**config.mk**
```make
export PLATFORM = sky130hd
export DESIGN_NAME = plr_cell
export DESIGN_NICKNAME = d
export VERILOG_FILES = /design/src/sv/plr_pkg.sv /design/src/sv/plr_cell.sv
export SDC_FILE = /design/constraint.sdc
export NUM_CORES = 1
export LEC_CHECK = 0
export ABC_CLOCK_PERIOD_IN_PS = 9630
export BUFFER_PORTS_ARGS = -buffer_cell sky130_fd_sc_hd__buf_2
export CORE_AREA = 2 2 230 232
export DETAILED_ROUTE_END_ITERATION = 16
export DIE_AREA = 0 0 232 234
export GPL_ROUTABILITY_DRIVEN = 0
export SLEW_MARGIN = 20
export SYNTH_ARGS = -nofsm -noshare
export SYNTH_HDL_FRONTEND = slang
export SYNTH_SLANG_ARGS = --single-unit
```
**constraint.sdc**
```tcl
create_clock -name clk -period 9.63 [get_ports clk]
set_clock_uncertainty 0.2 [all_clocks]
set_input_delay 1.4445 -clock clk [delete_from_list [all_inputs] [get_ports clk]]
set_output_delay 1.4445 -clock clk [all_outputs]
set_load 0.02 [all_outputs]
```
**src/sv/plr_pkg.sv**
```systemverilog
`timescale 1ns / 1ps
`default_nettype none

package plr_pkg;

    // Action codes carried by an input item.
    localparam logic [1:0] ACT_INSERT  = 2'd0;
    localparam logic [1:0] ACT_REMOVE  = 2'd1;
    localparam logic [1:0] ACT_READ    = 2'd2;
    localparam logic [1:0] ACT_SETCODE = 2'd3;

    // Status codes returned with a result item.
    localparam logic [1:0] ST_DONE  = 2'd0;
    localparam logic [1:0] ST_RANGE = 2'd1;
    localparam logic [1:0] ST_FULL  = 2'd2;

    // Width of the slot index broadcast to the cells (covers up to 512 cells).
    localparam int SLOT_W = 9;

    // Width used for comparing a position against the length.
    localparam int CMP_W = 10;

    // One input item.
    typedef struct packed {
        logic [1:0]         action;
        logic [5:0]         position;
        logic signed [31:0] code_in;
        logic signed [15:0] row_in;
        logic signed [15:0] column_in;
        logic [31:0]        ident_in;
    } cmd_t;

    // One result item.
    typedef struct packed {
        logic [1:0]         status;
        logic signed [31:0] code_out;
        logic signed [15:0] row_out;
        logic signed [15:0] column_out;
        logic [31:0]        ident_out;
        logic [5:0]         length_out;
    } result_t;

    // One stored record.
    typedef struct packed {
        logic signed [31:0] code;
        logic signed [15:0] row;
        logic signed [15:0] column;
        logic [31:0]        ident;
    } rec_t;

    // Operation broadcast to every cell of the chain.
    typedef enum logic [2:0] {
        OP_HOLD,
        OP_INSERT,
        OP_REMOVE,
        OP_SETCODE,
        OP_LOAD_TAP,
        OP_SHIFT_TAP
    } cell_op_t;

    // Control word shared by all cells.
    typedef struct packed {
        cell_op_t           op;
        logic [SLOT_W-1:0]  slot;
        rec_t               data;
    } cell_ctrl_t;

endpackage

`default_nettype wire

```
**src/sv/plr_cell.sv**
```systemverilog
`timescale 1ns / 1ps
`default_nettype none

// One list entry. It holds a record and a read tap, and trades both with
// its neighbors according to the broadcast control word.
module plr_cell #(
    parameter int INDEX = 0
) (
    input  wire logic                clk,
    input  wire plr_pkg::cell_ctrl_t ctrl,
    input  wire plr_pkg::rec_t       left_rec,
    input  wire plr_pkg::rec_t       right_rec,
    input  wire plr_pkg::rec_t       right_tap,
    output plr_pkg::rec_t            rec,
    output plr_pkg::rec_t            tap
);

    localparam logic [plr_pkg::SLOT_W-1:0] ME = plr_pkg::SLOT_W'(INDEX);

    plr_pkg::rec_t rec_reg;
    plr_pkg::rec_t rec_next;
    plr_pkg::rec_t tap_reg;
    plr_pkg::rec_t tap_next;

    logic is_at;
    logic is_above;

    assign is_at    = (ctrl.slot == ME);
    assign is_above = (ME > ctrl.slot);

    // Next record and tap for the current operation.
    always_comb
    begin
        rec_next = rec_reg;
        tap_next = tap_reg;
        case (ctrl.op)
            plr_pkg::OP_INSERT:
            begin
                if (is_at)
                begin
                    rec_next = ctrl.data;
                end
                else if (is_above)
                begin
                    rec_next = left_rec;
                end
            end
            plr_pkg::OP_REMOVE:
            begin
                if (is_at || is_above)
                begin
                    rec_next = right_rec;
                end
            end
            plr_pkg::OP_SETCODE:
            begin
                if (is_at)
                begin
                    rec_next.code = ctrl.data.code;
                end
            end
            plr_pkg::OP_LOAD_TAP:
            begin
                tap_next = rec_reg;
            end
            plr_pkg::OP_SHIFT_TAP:
            begin
                tap_next = right_tap;
            end
            default:
            begin
                rec_next = rec_reg;
                tap_next = tap_reg;
            end
        endcase
    end

    // Payload storage needs no reset.
    always_ff @(posedge clk)
    begin
        rec_reg <= rec_next;
        tap_reg <= tap_next;
    end

    assign rec = rec_reg;
    assign tap = tap_reg;

endmodule

`default_nettype wire

```
# --- Word-level counts from Yosys, hierarchy flattened ---
# Cells that the tools add are included.
totals:
  reg_bits: 192
  in_bits: 397
  out_inout_bits: 192
  wordCells: 31
op_classes:
  n_lt_le_gt_ge: 1
  eq_ne: 8
  mux: 7
  reduce_logical: 7
op_table:
  columns: ["cell", "count"]
  rows:
  - ["two-way mux 96 bit", 3]
  - ["case mux 96 bit (2 select lines)", 1]
  - ["case mux 64 bit (2 select lines)", 1]
  - ["case mux 32 bit (3 select lines)", 1]
  - ["two-way mux 32 bit", 1]
  - ["> comparator 1 x 9 -> 1 bit (first input constant)", 1]
  - ["logical NOT 9 bit", 1]
  - ["== test 3 x 2 -> 1 bit (second input constant)", 2]
  - ["== test 3 bit (second input constant)", 2]
  - ["!= test 2 bit (second input constant)", 2]
  - ["AND reduction 4 bit", 1]
  - ["nonzero test 2 bit", 2]
  - ["== test 3 x 1 -> 1 bit (second input constant)", 1]
  - ["!= test 3 bit (second input constant)", 1]
  - ["AND reduction 3 bit", 1]
  - ["nonzero test 3 bit", 1]
  - ["logical OR 1 bit", 1]

# --- Depth between registers and ports, before layout ---
depth:
  ltp_word: 4
  ltp_mapped: 7
  mapped_depth_nobuf: 3

# --- Least setup slack after synthesis ---
# Ideal clock, no wire load.
synth_timing:
  path_kind: "input to register"
  startpoint: "input ctrl[106] (netlist name)"
  endpoint: "register tap_reg, in the netlist tap[55], data pin"
  setup_ps: 260
  t_arrival_ps: 7269
  required_ps: 9170
  setup_slack_ps: 1901
  stages: 5
  path_buffers: 2
  cell_sequence: "nor2b_1 > nand2_1 > buf_2 > buf_2 > mux2_2"
synth_rtl:
  columns: ["element", "line", "text"]
  rows:
  - ["from (decl)", "plr_cell.sv:10", "input wire plr_pkg::cell_ctrl_t ctrl,"]
  - ["to (signal assigned)", "plr_cell.sv:82", "tap_reg <= tap_next;"]
  - ["to (decl)", "plr_cell.sv:22", "plr_pkg::rec_t tap_reg;"]

# --- Worst setup path in the final report ---
layout_timing:
  startpoint: "input ctrl[96] (netlist name)"
  endpoint: "register rec_reg, in the netlist rec[63], enable pin"
layout_via:
  elab_chain_cells: 4
  elab_cells_between_ends: 6
  classes_between: "1 x order compare; 2 x eq/ne; 3 x reduce/logical"
layout_lines:
  columns: ["element", "line", "text"]
  rows:
  - ["> comparator 1 x 9 -> 1 bit or logical NOT 9 bit (tied branches)", "plr_cell.sv:29, plr_cell.sv:28", null]
  - ["logical OR 1 bit", "plr_cell.sv:50", "if (is_at || is_above)"]
  - ["!= test 2 bit (no line)", null, null]
  - ["AND reduction 3 bit (no line) *", null, null]
  - ["to (signal assigned)", "plr_cell.sv:81", "rec_reg <= rec_next;"]
  - ["to (decl)", "plr_cell.sv:20", "plr_pkg::rec_t rec_reg;"]
# Every way passes the cells marked *; elsewhere a longest branch is shown, timed or not.
# A chain may end at the register's enable or synchronous reset.

==> impl_metrics.csv <==
group,metric,value,unit
critical_path,startpoint_type,"input pin",
pwr,power.leakage,0.00551,µW
floorplanning,start_util,0.195,
logic_synthesis,synth_flop_cell,"edfxtp_1",
logic_synthesis,synth_seq_cells,192,
floorplanning,die_h,234,µm
logic_synthesis,synth_most_common_cell,"edfxtp_1",
finish,syn_to_final_growth,40.6,%
floorplanning,die_area,54300,µm²
floorplanning,coreArea,52000,µm²
logic_synthesis,yosysSeqAreaShare,0.568,
routing,drc_errors,0,
clock_tree,clk_path_buf_depth,2,
worst_hold_path,min_path_type,"register to register",
clock_tree,hold_buffers,0,
clock_tree,ctsHtreeMaxLevel,4,
critical_path,crit_required,9.54,ns
floorplanning,io-pin-count,589,
clock_tree,clkLatencyLatePin,0.49,ns
critical_path,crit_slowest_cell,"nor3_2",
logic_synthesis,yosysTopAreaCell,"edfxtp_1",
logic_synthesis,synth_area,10200,µm²
sta,layout_min_cycle_time,4.39,ns
pwr,p_sw,506,µW
logic_synthesis,yosys_warnings,0,
critical_path,path_max_fanout,97,
pwr,p_int,1400,µW
pwr,power.share.combinational,0.138,
logic_synthesis,synth_area_leaders,"edfxtp_1, mux2_2, a31oi_1",
clock_tree,post_cts_resized,0,
routing,drt_iter0_markers,873,
global_routing,met1_usage,0.203,
pwr,total_power,1900,µW
clock_tree,clock_sinks,192,
logic_synthesis,synth_top_area_frac,0.568,
placement,dp.cells,2013,
critical_path,worstSetupPathType,"input pin to register",
logic_synthesis,synth-edff-count,192,
sta,finalHoldViolCount,0,
logic_synthesis,synth_cell_types,23,
clock_tree,clk_pin_slew,0.08,ns
pwr,p_per_area,133,nW/µm²
status,status,"finished clean",
finish,drive_above_1_share,0.577,
routing,firstDrtPassIters,5,
placement,place_area,13700,µm²
clock_tree,cts_tree,"done",
sta,rsz0062_at_grt,"false",
floorplanning,die_x,232,µm
critical_path,crit_arrival,4.31,ns
floorplanning,row_count,84,
critical_path,cp-end-kind,"register",
global_routing,grt-ovfl-total,0,
sta,drv_slew,0,
pwr,p_sw_frac,0.266,
global_routing,grtUsageTotal,0.162,
routing,wirelength,46800,µm
sta,max_freq,228,MHz
finish,stdcell_area,14300,µm²
pwr,irDropWorstVdd,0.000131,V
routing,via_per_inst,4.83,
sta,tightest_slew,0.967,ns
logic_synthesis,synthCells,821,
logic_synthesis,synth_nets,1218,
sta,fin_tns_setup,0,ns
global_routing,grt_max_degree,98,
sta,relSlewSlack,0.355,
critical_path,slowest_delay,0.78,ns
global_routing,met3_usage,0.0472,
routing,num_vias,9881,
sta,setup_viol,0,
sta,period_share,0.456,
job,drv_cap,0,
clock_tree,root_buffer,"clkbuf_16",
global_routing,grt_pass1_vias,9340,
finish,fin_cells,2047,
pwr,clkPwrFrac,0.371,
placement,post-dp-hpwl,33300,µm
logic_synthesis,async_reset_ff_frac,0,
global_routing,antenna_found_initial,3,
global_routing,grt_pass1_wl,63400,µm
logic_synthesis,postSynthAreaPerCell,12.4,µm²
finish,final_util,0.274,
finish,nets,1741,
critical_path,crit_chain,"buf_2 > nor4_4 > buf_12 > nand3_1 > nor3_2 > buf_4",
routing,postRouteAntennaNets,0,
logic_synthesis,ys_top_cells_by_count,"edfxtp_1, a31oi_1, mux2_2, nand4_1, nor2_1",
pwr,power_frac_seq,0.491,
routing,wire_per_inst,22.9,µm
global_routing,use_met2,0.263,
clock_tree,cts_made_buffers,17,
global_routing,grt.busiest_layer,"met2",
placement,io_buffers,588,
clock_tree,cts_setup_buffers,0,
[power groups by stage]
stage	registers [µW]	logic, µW	clock network [µW]
after floorplan	969	110	0
after global placement	954	257	0
after detailed placement	954	262	0
after CTS	935	263	733
after global routing	936	282	752
final	936	263	706
[critical path: cells and delay by family]
family / cells / cell delay, ns
AND/OR/NAND/NOR: 3 / 1.33
buffers and inverters: 3 / 1.30
[per-layer routing]
| metal | routed length [µm] | vias to the layer above |
|---|---|---|
| met4 | 997 | 0 |
| met1 | 18800 | 4870 |
| met3 | 3960 | 53 |
| li1 | - | 4381 |
| met5 | 0 | - |
| met2 | 23000 | 577 |
[worst paths after layout]
| kind | from | slack (ns) | endpoint | cells after the start |
|---|---|---|---|---|
| max | ctrl[96] | 5.24 | rec[63] | 6 |
| min | rec[57] | 0.38 | tap[57] | 1 |
| max reg2reg | rec[90] | 8.37 | tap[90] | 1 |
| min reg2reg | rec[57] | 0.38 | tap[57] | 1 |
[final cells by class]
type / instances / area [µm²]
Antenna cell: 3 / 7.51
Clock buffer: 18 / 429
Clock inverter: 13 / 113
Fill cell: 5519 / 37700
Multi-Input combinational cell: 527 / 4000
Sequential cell: 192 / 5770
Tap cell: 688 / 861
Timing Repair Buffer: 606 / 3100
[layout by cell type, fill, tap and decap left out, drive strengths merged, types with 3 or more instances in the layout]
cell / n
o22ai: 32
buf: 606
diode: 3
edfxtp: 192
nor3: 3
clkbuf: 18
nand4: 96
o31ai: 96
mux2: 96
nand2b: 33
clkinv: 8
inv: 3
nor2: 66
a31oi: 96
[stage by stage]
step	setup WS, ns	hold slack (ns)
final	5.24	0.377
after global routing	5.12	0.389
after CTS	5.31	0.381
after detailed placement	4.75	0.357
after global placement	4.81	0.359
after floorplan	1.90	0.517
[cells by family (layout without fill, tap and decap cells)]
group	count (synthesis)	count (layout)	synth area share
AND/OR/NAND/NOR	206	206	0.111
XOR/XNOR	1	1	0.000863
multiplexers	96	96	0.106
other	0	3	0
flip-flops	192	192	0.568
AO/OA/AOI/OAI	224	224	0.170
buffers and inverters	102	637	0.0446
Note: power is estimated with default switching activity, not from simulation.
